### config.mk
export PLATFORM = sky130hd
export DESIGN_NAME = stable_priority_queue_table_top
export DESIGN_NICKNAME = d
export VERILOG_FILES = /design/src/rtl/core/spq_pkg.sv /design/src/rtl/core/spq_ram.sv /design/src/rtl/core/stable_priority_queue_table_top.sv
export SDC_FILE = /design/constraint.sdc
export NUM_CORES = 1
export LEC_CHECK = 0
export BUFFER_PORTS_ARGS = -buffer_cell sky130_fd_sc_hd__buf_2
export CAP_MARGIN = 20
export CORE_MARGIN = 1
export CORE_UTILIZATION = 56
export CTS_CLUSTER_SIZE = 8
export DETAILED_ROUTE_END_ITERATION = 7
export GPL_TIMING_DRIVEN = 0
export MAX_ROUTING_LAYER = met4
export PLACE_DENSITY = 0.79
export SYNTH_ARGS = -nofsm -noshare
export SYNTH_HDL_FRONTEND = slang
export SYNTH_HIERARCHICAL = 1
export SYNTH_SLANG_ARGS = --single-unit
### constraint.sdc
create_clock -name clk -period 7.65 [get_ports clk]
set_clock_uncertainty 0.15 [all_clocks]
set_input_delay 0.3825 -clock clk [delete_from_list [all_inputs] [get_ports clk]]
set_output_delay 0.3825 -clock clk [all_outputs]
set_load 0.01 [all_outputs]
### src/rtl/core/spq_pkg.sv
// Package with the shared types and constants of the stable priority queue table.
`default_nettype none
package spq_pkg;

  localparam int DEPTH = 16;
  localparam int IDX_W = $clog2(DEPTH);
  localparam int CNT_W = $clog2(DEPTH + 1);
  localparam int DATA_W = 32;
  localparam int PRIO_W = 31;
  localparam int ENTRY_W = DATA_W + PRIO_W;
  localparam int COUNT_FIELD_W = 5;

  typedef enum logic [1:0] {
    CMD_PUSH   = 2'd0,
    CMD_LIST   = 2'd1,
    CMD_DELETE = 2'd2,
    CMD_CLEAR  = 2'd3
  } cmd_t;

  typedef enum logic [2:0] {
    ST_OK       = 3'd0,
    ST_EMPTY    = 3'd1,
    ST_FULL     = 3'd2,
    ST_NOTFOUND = 3'd3,
    ST_BADPRIO  = 3'd4
  } status_t;

  typedef struct packed {
    logic signed [DATA_W-1:0] data;
    logic [PRIO_W-1:0]        priority_val;
  } entry_t;

  typedef struct packed {
    cmd_t                     cmd;
    logic signed [DATA_W-1:0] in_data;
    logic [PRIO_W-1:0]        in_priority;
  } in_item_t;

  typedef struct packed {
    logic signed [DATA_W-1:0] out_data;
    logic [PRIO_W-1:0]        out_priority;
    status_t                  status;
    logic                     last;
    logic [COUNT_FIELD_W-1:0] entry_count;
  } out_item_t;

endpackage
`default_nettype wire

### src/rtl/core/spq_ram.sv
// Generic single-port-write, single-port-read memory with registered read data.
`default_nettype none
module spq_ram #(
  parameter int WIDTH = 8,
  parameter int WORDS = 16
) (
  input  wire logic                     clk,
  input  wire logic                     we,
  input  wire logic [$clog2(WORDS)-1:0] waddr,
  input  wire logic [WIDTH-1:0]         wdata,
  input  wire logic                     re,
  input  wire logic [$clog2(WORDS)-1:0] raddr,
  output logic [WIDTH-1:0]              rdata
);

  logic [WIDTH-1:0] mem [WORDS];

  always_ff @(posedge clk) begin
    if (we) begin
      mem[waddr] <= wdata;
    end
    if (re) begin
      rdata <= mem[raddr];
    end
  end

endmodule
`default_nettype wire

### src/rtl/core/stable_priority_queue_table_top.sv
// Top level of the stable priority queue table: command sequencer around the entry memory.
// List reads each entry in S_LIST_RD and hands it out in S_LIST_OUT, which waits while the output is full.
// One command is worked on at a time; the next is taken while the last result waits.
// Synchronous reset empties the table at once; the memory itself is not cleared.
`default_nettype none
module stable_priority_queue_table_top (
  input  wire logic                clk,
  input  wire logic                rst,
  input  wire logic                in_valid,
  output logic                     in_ready,
  input  wire spq_pkg::in_item_t   in_item,
  output logic                     out_valid,
  input  wire logic                out_ready,
  output spq_pkg::out_item_t       out_item
);

  typedef enum logic [2:0] {
    S_IDLE, S_PUSH_RD, S_PUSH_CHK, S_PUSH_INS, S_LIST_RD, S_LIST_OUT,
    S_DEL_RD, S_DEL_CHK
  } state_t;

  state_t                        state;
  logic                          resp_pending;
  spq_pkg::status_t              resp_status;
  logic [spq_pkg::CNT_W-1:0]     count;
  logic [spq_pkg::CNT_W-1:0]     idx;
  logic [spq_pkg::CNT_W-1:0]     wr;
  logic                          hit;
  logic signed [spq_pkg::DATA_W-1:0] key_data;
  logic [spq_pkg::PRIO_W-1:0]    key_prio;

  logic                          we;
  logic [spq_pkg::IDX_W-1:0]     waddr;
  spq_pkg::entry_t               wdata;
  logic                          re;
  logic [spq_pkg::IDX_W-1:0]     raddr;
  spq_pkg::entry_t               rdata;
  logic                          out_free;
  logic                          out_load;
  logic                          match;

  assign out_free = !out_valid || out_ready;
  assign out_load = out_free && (resp_pending || (state == S_LIST_OUT));
  assign in_ready = (state == S_IDLE) && !resp_pending;
  assign match = (rdata.data == key_data) && (rdata.priority_val == key_prio);

  always_comb begin
    we = 1'b0;
    waddr = idx[spq_pkg::IDX_W-1:0];
    wdata = rdata;
    re = 1'b0;
    raddr = idx[spq_pkg::IDX_W-1:0];
    case (state)
      S_PUSH_RD: begin
        re = 1'b1;
        raddr = spq_pkg::IDX_W'(idx - 1'b1);
      end
      S_PUSH_CHK: begin
        we = (rdata.priority_val < key_prio);
      end
      S_PUSH_INS: begin
        we = 1'b1;
        wdata.data = key_data;
        wdata.priority_val = key_prio;
      end
      S_LIST_RD, S_DEL_RD: begin
        re = 1'b1;
      end
      S_DEL_CHK: begin
        we = !match;
        waddr = wr[spq_pkg::IDX_W-1:0];
      end
      default: begin
      end
    endcase
  end

  spq_ram #(
    .WIDTH(spq_pkg::ENTRY_W),
    .WORDS(spq_pkg::DEPTH)
  ) u_ram (
    .clk  (clk),
    .we   (we),
    .waddr(waddr),
    .wdata(wdata),
    .re   (re),
    .raddr(raddr),
    .rdata(rdata)
  );

  always_ff @(posedge clk) begin
    if (rst) begin
      state <= S_IDLE;
      resp_pending <= 1'b0;
      resp_status <= spq_pkg::ST_OK;
      count <= '0;
      idx <= '0;
      wr <= '0;
      hit <= 1'b0;
      out_valid <= 1'b0;
    end else begin
      if (out_valid && out_ready && !out_load) begin
        out_valid <= 1'b0;
      end
      if (resp_pending && out_free) begin
        out_valid <= 1'b1;
        out_item.out_data <= '0;
        out_item.out_priority <= '0;
        out_item.status <= resp_status;
        out_item.last <= 1'b1;
        out_item.entry_count <= spq_pkg::COUNT_FIELD_W'(count);
        resp_pending <= 1'b0;
      end
      case (state)
        S_IDLE: begin
          if (in_valid && in_ready) begin
            key_data <= in_item.in_data;
            key_prio <= in_item.in_priority;
            case (in_item.cmd)
              spq_pkg::CMD_PUSH: begin
                if (in_item.in_priority == '0) begin
                  resp_status <= spq_pkg::ST_BADPRIO;
                  resp_pending <= 1'b1;
                end else if (count == spq_pkg::CNT_W'(spq_pkg::DEPTH)) begin
                  resp_status <= spq_pkg::ST_FULL;
                  resp_pending <= 1'b1;
                end else begin
                  idx <= count;
                  state <= (count == '0) ? S_PUSH_INS : S_PUSH_RD;
                end
              end
              spq_pkg::CMD_LIST: begin
                if (count == '0) begin
                  resp_status <= spq_pkg::ST_EMPTY;
                  resp_pending <= 1'b1;
                end else begin
                  idx <= '0;
                  state <= S_LIST_RD;
                end
              end
              spq_pkg::CMD_DELETE: begin
                if (count == '0) begin
                  resp_status <= spq_pkg::ST_EMPTY;
                  resp_pending <= 1'b1;
                end else begin
                  idx <= '0;
                  wr <= '0;
                  hit <= 1'b0;
                  state <= S_DEL_RD;
                end
              end
              spq_pkg::CMD_CLEAR: begin
                count <= '0;
                resp_status <= spq_pkg::ST_OK;
                resp_pending <= 1'b1;
              end
              default: begin
              end
            endcase
          end
        end
        S_PUSH_RD: begin
          state <= S_PUSH_CHK;
        end
        S_PUSH_CHK: begin
          if (rdata.priority_val >= key_prio) begin
            state <= S_PUSH_INS;
          end else begin
            idx <= idx - 1'b1;
            state <= (idx == spq_pkg::CNT_W'(1)) ? S_PUSH_INS : S_PUSH_RD;
          end
        end
        S_PUSH_INS: begin
          count <= count + 1'b1;
          resp_status <= spq_pkg::ST_OK;
          resp_pending <= 1'b1;
          state <= S_IDLE;
        end
        S_LIST_RD: begin
          state <= S_LIST_OUT;
        end
        S_LIST_OUT: begin
          if (out_free) begin
            out_valid <= 1'b1;
            out_item.out_data <= rdata.data;
            out_item.out_priority <= rdata.priority_val;
            out_item.status <= spq_pkg::ST_OK;
            out_item.last <= (idx + 1'b1 == count);
            out_item.entry_count <= spq_pkg::COUNT_FIELD_W'(count);
            idx <= idx + 1'b1;
            state <= (idx + 1'b1 == count) ? S_IDLE : S_LIST_RD;
          end
        end
        S_DEL_RD: begin
          state <= S_DEL_CHK;
        end
        S_DEL_CHK: begin
          idx <= idx + 1'b1;
          if (match) begin
            hit <= 1'b1;
          end else begin
            wr <= wr + 1'b1;
          end
          if (idx + 1'b1 == count) begin
            count <= match ? wr : wr + 1'b1;
            resp_status <= (hit || match) ? spq_pkg::ST_OK : spq_pkg::ST_NOTFOUND;
            resp_pending <= 1'b1;
            state <= S_IDLE;
          end else begin
            state <= S_DEL_RD;
          end
        end
        default: begin
          state <= S_IDLE;
        end
      endcase
    end
  end

  a_count_bound: assert property (@(posedge clk) disable iff (rst)
    count <= spq_pkg::CNT_W'(spq_pkg::DEPTH))
    else $error("Entry count exceeds the table depth.");

  a_clear_empties: assert property (@(posedge clk) disable iff (rst)
    (in_valid && in_ready && in_item.cmd == spq_pkg::CMD_CLEAR) |=> (count == '0))
    else $error("Clear did not empty the table.");

  a_error_is_last: assert property (@(posedge clk) disable iff (rst)
    (out_valid && out_item.status != spq_pkg::ST_OK) |-> out_item.last)
    else $error("An error result was not the last item of its command.");

  a_listed_prio: assert property (@(posedge clk) disable iff (rst)
    (out_valid && out_item.status == spq_pkg::ST_OK && !out_item.last)
      |-> (out_item.out_priority != '0))
    else $error("A listed entry carries a zero priority.");

endmodule
`default_nettype wire

Word level (Yosys, flattened, before mapping) --
Memory sizes are Yosys's and may differ from the RTL's. A register that Yosys moved wholly into a read port is not among the register bits. Cells that the tools add are included.
Storage, ports and cells: register bits after elaboration 159, memory bits (writable) 1008, output and inout bits 74, memories kept 1
Cells by class: add/sub/neg operators 4, magnitude comparators 2, equal/unequal tests 32, mux-type cells 64, bitwise operators 1, reductions and logical operators 30
Memory list:
- u_ram.mem | depth 16, bits a word 63, read ports 1, clocked after Yosys merged registers in 1, wr ports 1, RTL line spq_ram.sv:16 | logic [WIDTH-1:0] mem [WORDS];
Operators with widths (number):
- $mux W72 | 3
- $mux W63 | 1
- $mux W5 | 12
- $mux W3 | 13
- $eq A32 B32 Y1 | 1
- $eq A31 B31 Y1 | 1
- $ge A31 B31 Y1 | 1
- $logic_not A31 Y1 | 1
- $lt A31 B31 Y1 | 1
- $pmux W3 S3 | 3
- $pmux W3 S8 | 1
- $pmux W5 S2 | 2
- $pmux W5 S4 | 1
- $mux W1 | 17
- $add A5 B1 Y5 const B | 3
- $ne A3 B3 Y1 const B | 5
- $pmux W5 S3 | 1
- $eq A3 B3 Y1 const B | 4
- $ne A2 B2 Y1 const B | 5
- $reduce_and A5 Y1 | 2
- $pmux W1 S3 | 3
- $mux W2 | 4
- $mux W4 | 2
- $reduce_and A4 Y1 | 2
- other kinds (28) | 44

Longest topological paths before layout --
word-level depth 9, mapped depth 12, gate-level depth less buffers 11

Cells and area by module --
Netlist, hierarchy kept.
By module, submodules not included:
- spq_ram | instances 1, cells each 1622, area an instance 39620.5 um2, seq. area each 32160.8 um2
- stable_priority_queue_table_top | instances 1, cells each 858, area an instance 8772.2 um2, seq. area each 4534.3 um2

Worst setup path before layout --
No wires, ideal clock.
path kind reg2reg, start register u_ram.rdata[26], read port of u_ram.mem, end memory u_ram/mem[0][0] in the netlist's numbering (enable), library setup time 561 ps, arrival time 6515 ps, data required time 6939 ps, path slack 423 ps, stages on the path, launching flop included 10, buffers on the path 0, period minus slack after synthesis 7227 ps, path through edfxtp_1 ha_1 a21oi_1 o21ai_0 a2111oi_0 o31a_1 a21oi_1 nor2_1 or3b_2 nor3_1
Between the ends: cells in the longest elaborated chain, start to end 6, elaborated cells on any way between the ends 7, those cells by class 1 x order compare; 1 x eq/ne; 3 x mux; 2 x reduce/logical
Ends and longest elaborated chain:
- start: declaration | RTL line spq_ram.sv:13 | output logic [WIDTH-1:0] rdata
- branches (longest 3 deep; another with $lt A31 B31 Y1)
- $pmux W1 S3 (*) | RTL line stable_priority_queue_table_top.sv:53 | case (state)
- net we | RTL line stable_priority_queue_table_top.sv:32 | logic we;
- $mux W1 (*) | RTL line spq_ram.sv:19 | if (we) begin
- $mux W1 (implied by the code) (*) | RTL line spq_ram.sv:20 | mem[waddr] <= wdata;
- end: declaration | RTL line spq_ram.sv:16
Mark *: on every way through the listed nets, which the timed path passes.

Final worst setup path --
start register key_prio[30] in the netlist's numbering, end memory u_ram/mem[13][61] in the netlist's numbering (enable)
Between the ends: cells in the longest elaborated chain, start to end 6, elaborated cells on any way between the ends 7, those cells by class 1 x order compare; 1 x eq/ne; 3 x mux; 2 x reduce/logical
Ends and longest elaborated chain:
- start: declaration | RTL line stable_priority_queue_table_top.sv:30 | logic [spq_pkg::PRIO_W-1:0] key_prio;
- start signal: assignment | RTL line stable_priority_queue_table_top.sv:118 | key_prio <= in_item.in_priority;
- branches (longest 3 deep; another with $lt A31 B31 Y1)
- $pmux W1 S3 (*) | RTL line stable_priority_queue_table_top.sv:53
- net we | RTL line stable_priority_queue_table_top.sv:32
- $mux W1 (*) | RTL line spq_ram.sv:19
- $mux W1 (implied by the code) (*) | RTL line spq_ram.sv:20
Marked as above.

==> flow_summary.toml <==
[place]
dp.cells = 3856
place_area_mm2 = 0.0519
dp_worst_setup_slack_ns = 2.48
io_buffers = 141
place.gp.congestion = 0.909
hpwlAfterDp_um = 81600

[timing]
fmax_mhz = 186
rsz0062_at_grt = "false"
fin_ws_ns = 2.27
final_max_slew_viol_count = 0
finalSetupViolations = 0
tightest_slew_ns = 1.14
max_slew_margin_pct = 23.7
hold_violations = 0
period_needed_ns = 5.38
finalCritPeriodShare_pct = 70.3
fin_hold_ws_ns = 0.188

[grt]
track_usage_pct = 32.3
grt_max_degree = 61
grt-ovfl-total = 0
grt_pass1_wl_um = 194000
grt_pass1_vias = 28800
antenna_found_initial = 3

[clock_tree]
worstSkewPairLatency_ns = 0.76
hold_buffers = 65
cts_buffer_depth = 3
post-cts-setup-buffer-count = 0
numCtsBuffers = 171
cts-root-buf = "clkbuf_16"
path_clk_slew_ns = 0.05
cts_sinks = 1230
cts_tree = "built"
cts-resized-gates = 0
cts_htree_levels = 4

[critical_path]
cp.arrival_ns = 5.71
required_ns = 7.98
cp-start-kind = "register"
cp-end-kind = "register"
cp_max_fo = 23
crit_end = "u_ram/mem[13][61]"
reg2reg_to = "u_ram/mem[13][61]"
rr_startpoint = "key_prio[30]"
rr_worst_depth = 14
r2r_slack_ns = 2.27
cp_slowest_cell = "nor4_2"
slowest_delay_ns = 0.97
path_buf_inv = 4
cp_top_family = "simple AND/OR/NAND/NOR gates"
crit_type = "register to register"
cp-startpoint = "key_prio[30]"
cp.depth = 14
crit_path_cell_trace = "inv_1 -> ha_1 -> nand4_1 -> nor4_2 -> nand4_1 -> nor3_4 -> o21ai_0 -> nand2_1 -> nor2_1 -> nand3_1 -> nor2_4 -> buf_16 -> buf_12 -> buf_12"

[finish]
fin_cells = 4144
drive_gt1_share_pct = 25.0
syn_to_final_growth_pct = 18.5
layout_common_cells = "edfxtp_1, mux4_2, nand2_1, clkbuf_16, buf_2"
finalNetCount = 3070
design_area_mm2 = 0.0573
fill_cells = 5167
final_common_cell = "edfxtp_1"

[detailed_routing]
antenna_left = 0
vias_per_cell = 6.78
dr.pass1.iters = 6
routedWlPerCell_um = 32.5
drt_first_iter_violations = 3795
wirelength_um = 135000
num_vias = 28100
drcViolationCount = 0

[floorplan]
rows = 107
die-area_mm2 = 0.0876
num_io_pins = 143
die_h_um = 296
start_util_pct = 56.7
die_x_um = 296
coreArea_mm2 = 0.0854

[pwr]
p_leak_nw = 19.0
irDropWorstVdd_mv = 0.255
power.density_mw_per_mm2 = 410
p_total_mw = 23.5

[hold_path]
hp-start = "in_item[34]"
hp-class = "primary input to register"

[synth]
yosysSeqAreaShare_pct = 75.8
mappedNetlistArea_mm2 = 0.0484
postSynthCellCount = 2480
synth-main-ff-cell = "edfxtp_1"
synth_enable_flop_cells = 1206
synth-seq-cells = 1230
syn-num-nets = 2592
synth_area_per_cell_um2 = 19.5
yosysUniqueCellTypes = 67
yosysWarnings = 6
async_reset_ff_share_pct = 0

[run]
cap_viol_max_count = 0

[run_status]
status = "complete, no violations"
-- logic make-up (layout without fill, tap and decap cells) --
family / Yosys count / in the layout / synth area share [%]
flops: 1230 / 1230 / 75.8
simple gates: 389 / 389 / 3.63
compound gates: 339 / 339 / 5.04
mux: 256 / 256 / 11.8
buf+inv: 177 / 696 / 1.72
xor+xnor: 46 / 46 / 0.861
fa+ha+maj: 43 / 43 / 1.11
other cells: 0 / 1 / 0
-- per-stage QoR --
step	TNS [ns]	util [%]
final	0	67.1
after global placement	-2340.59	59.2
after CTS	0	67.0
after global routing	0	67.1
after floorplan	0	-
after detailed placement	0	60.8
-- where the power goes --
part	switching [mW]	total [mW]	internal, mW	leakage, nW
Clock	2.76	6.80	4.03	2.28
Combinational	4.50	7.23	2.73	5.62
Sequential	0.433	9.49	9.06	11.1
Total	7.70	23.5	15.8	19.0
-- how the worst min path moves through the flow --
| stage | end | slack, ns | cells past startpoint |
|---|---|---|---|
| 2_1_floorplan | resp_status[1] | 0.30 | 2 |
| 3_3_place_gp | resp_status[1] | 0.31 | 2 |
| 3_5_place_dp | resp_status[1] | 0.34 | 2 |
| 4_1_cts | key_data[27] | 0.15 | 2 |
| 5_1_grt | key_data[25] | 0.18 | 2 |
| 6_report | key_data[3] | 0.19 | 2 |
-- cell type report --
cell class | count | area, um^2 | area share [%]
Sequential cell | 1230 | 36700 | 64.0
Multi-Input combinational cell | 1073 | 11000 | 19.2
Clock buffer | 200 | 4410 | 7.69
Timing Repair Buffer | 305 | 2680 | 4.67
Tap cell | 1144 | 1430 | 2.50
Buffer | 129 | 651 | 1.14
Clock inverter | 14 | 274 | 0.478
Inverter | 48 | 183 | 0.319
Antenna cell | 1 | 2.50 | 0.00437
-- layer usage --
layer / share of wire, % / wire, um / up-vias / track usage [%]
met2: 49 / 66000 / 2342 / 51.4
met5: 0 / 0 / - / -
met3: 12 / 15900 / 405 / 7.01
met1: 35 / 46800 / 14300 / 40.6
met4: 4.3 / 5810 / 0 / 13.9
li1: - / - / 11100 / -
-- worst reg2reg max path, cell delays in order, from the launching register on --
cell and delay (ns):
edfxtp_1 0.42, inv_1 0.13, ha_1 0.34, nand4_1 0.28, nor4_2 0.97, nand4_1 0.72
nor3_4 0.56, o21ai_0 0.13, nand2_1 0.08, nor2_1 0.11, nand3_1 0.36, nor2_4 0.22
buf_16 0.23, buf_12 0.19, buf_12 0.21
-- synth_stat cells, types with 4 or more instances --
cell type / instances / area share [%]
mux4_2: 252 / 12
and3_1: 5 / 0.065
or4_1: 5 / 0.078
a221oi_1: 5 / 0.090
a22o_1: 67 / 1.2
a21o_1: 5 / 0.078
a22oi_1: 129 / 2.0
o21ai_0: 56 / 0.58
o211ai_1: 4 / 0.062
a211oi_1: 11 / 0.17
buf_1: 5 / 0.039
clkbuf_1: 88 / 0.68
a21oi_1: 34 / 0.35
nor4_1: 13 / 0.17
nor2_1: 52 / 0.40
ha_1: 43 / 1.1
buf_4: 6 / 0.093
dfxtp_1: 24 / 0.99
nand3_1: 14 / 0.14
buf_2: 12 / 0.12
xnor2_1: 23 / 0.42
nand2_1: 227 / 1.8
nand4_1: 16 / 0.21
buf_6: 17 / 0.40
nand2b_1: 7 / 0.090
xor2_1: 22 / 0.40
nor3_1: 19 / 0.20
inv_1: 48 / 0.37
edfxtp_1: 1206 / 75
nor2b_1: 5 / 0.065
-- state kept, by name, indices dropped and copies added (netlist names) --
name	count
out_valid	1
u_ram/rdata	63
key_prio	31
u_ram/mem	1008
hit	1
state	3
idx	5
key_data	32
resp_pending	1
resp_status	3
count	5
wr	5
out_item	72
Power figures use the tool's default switching activity.
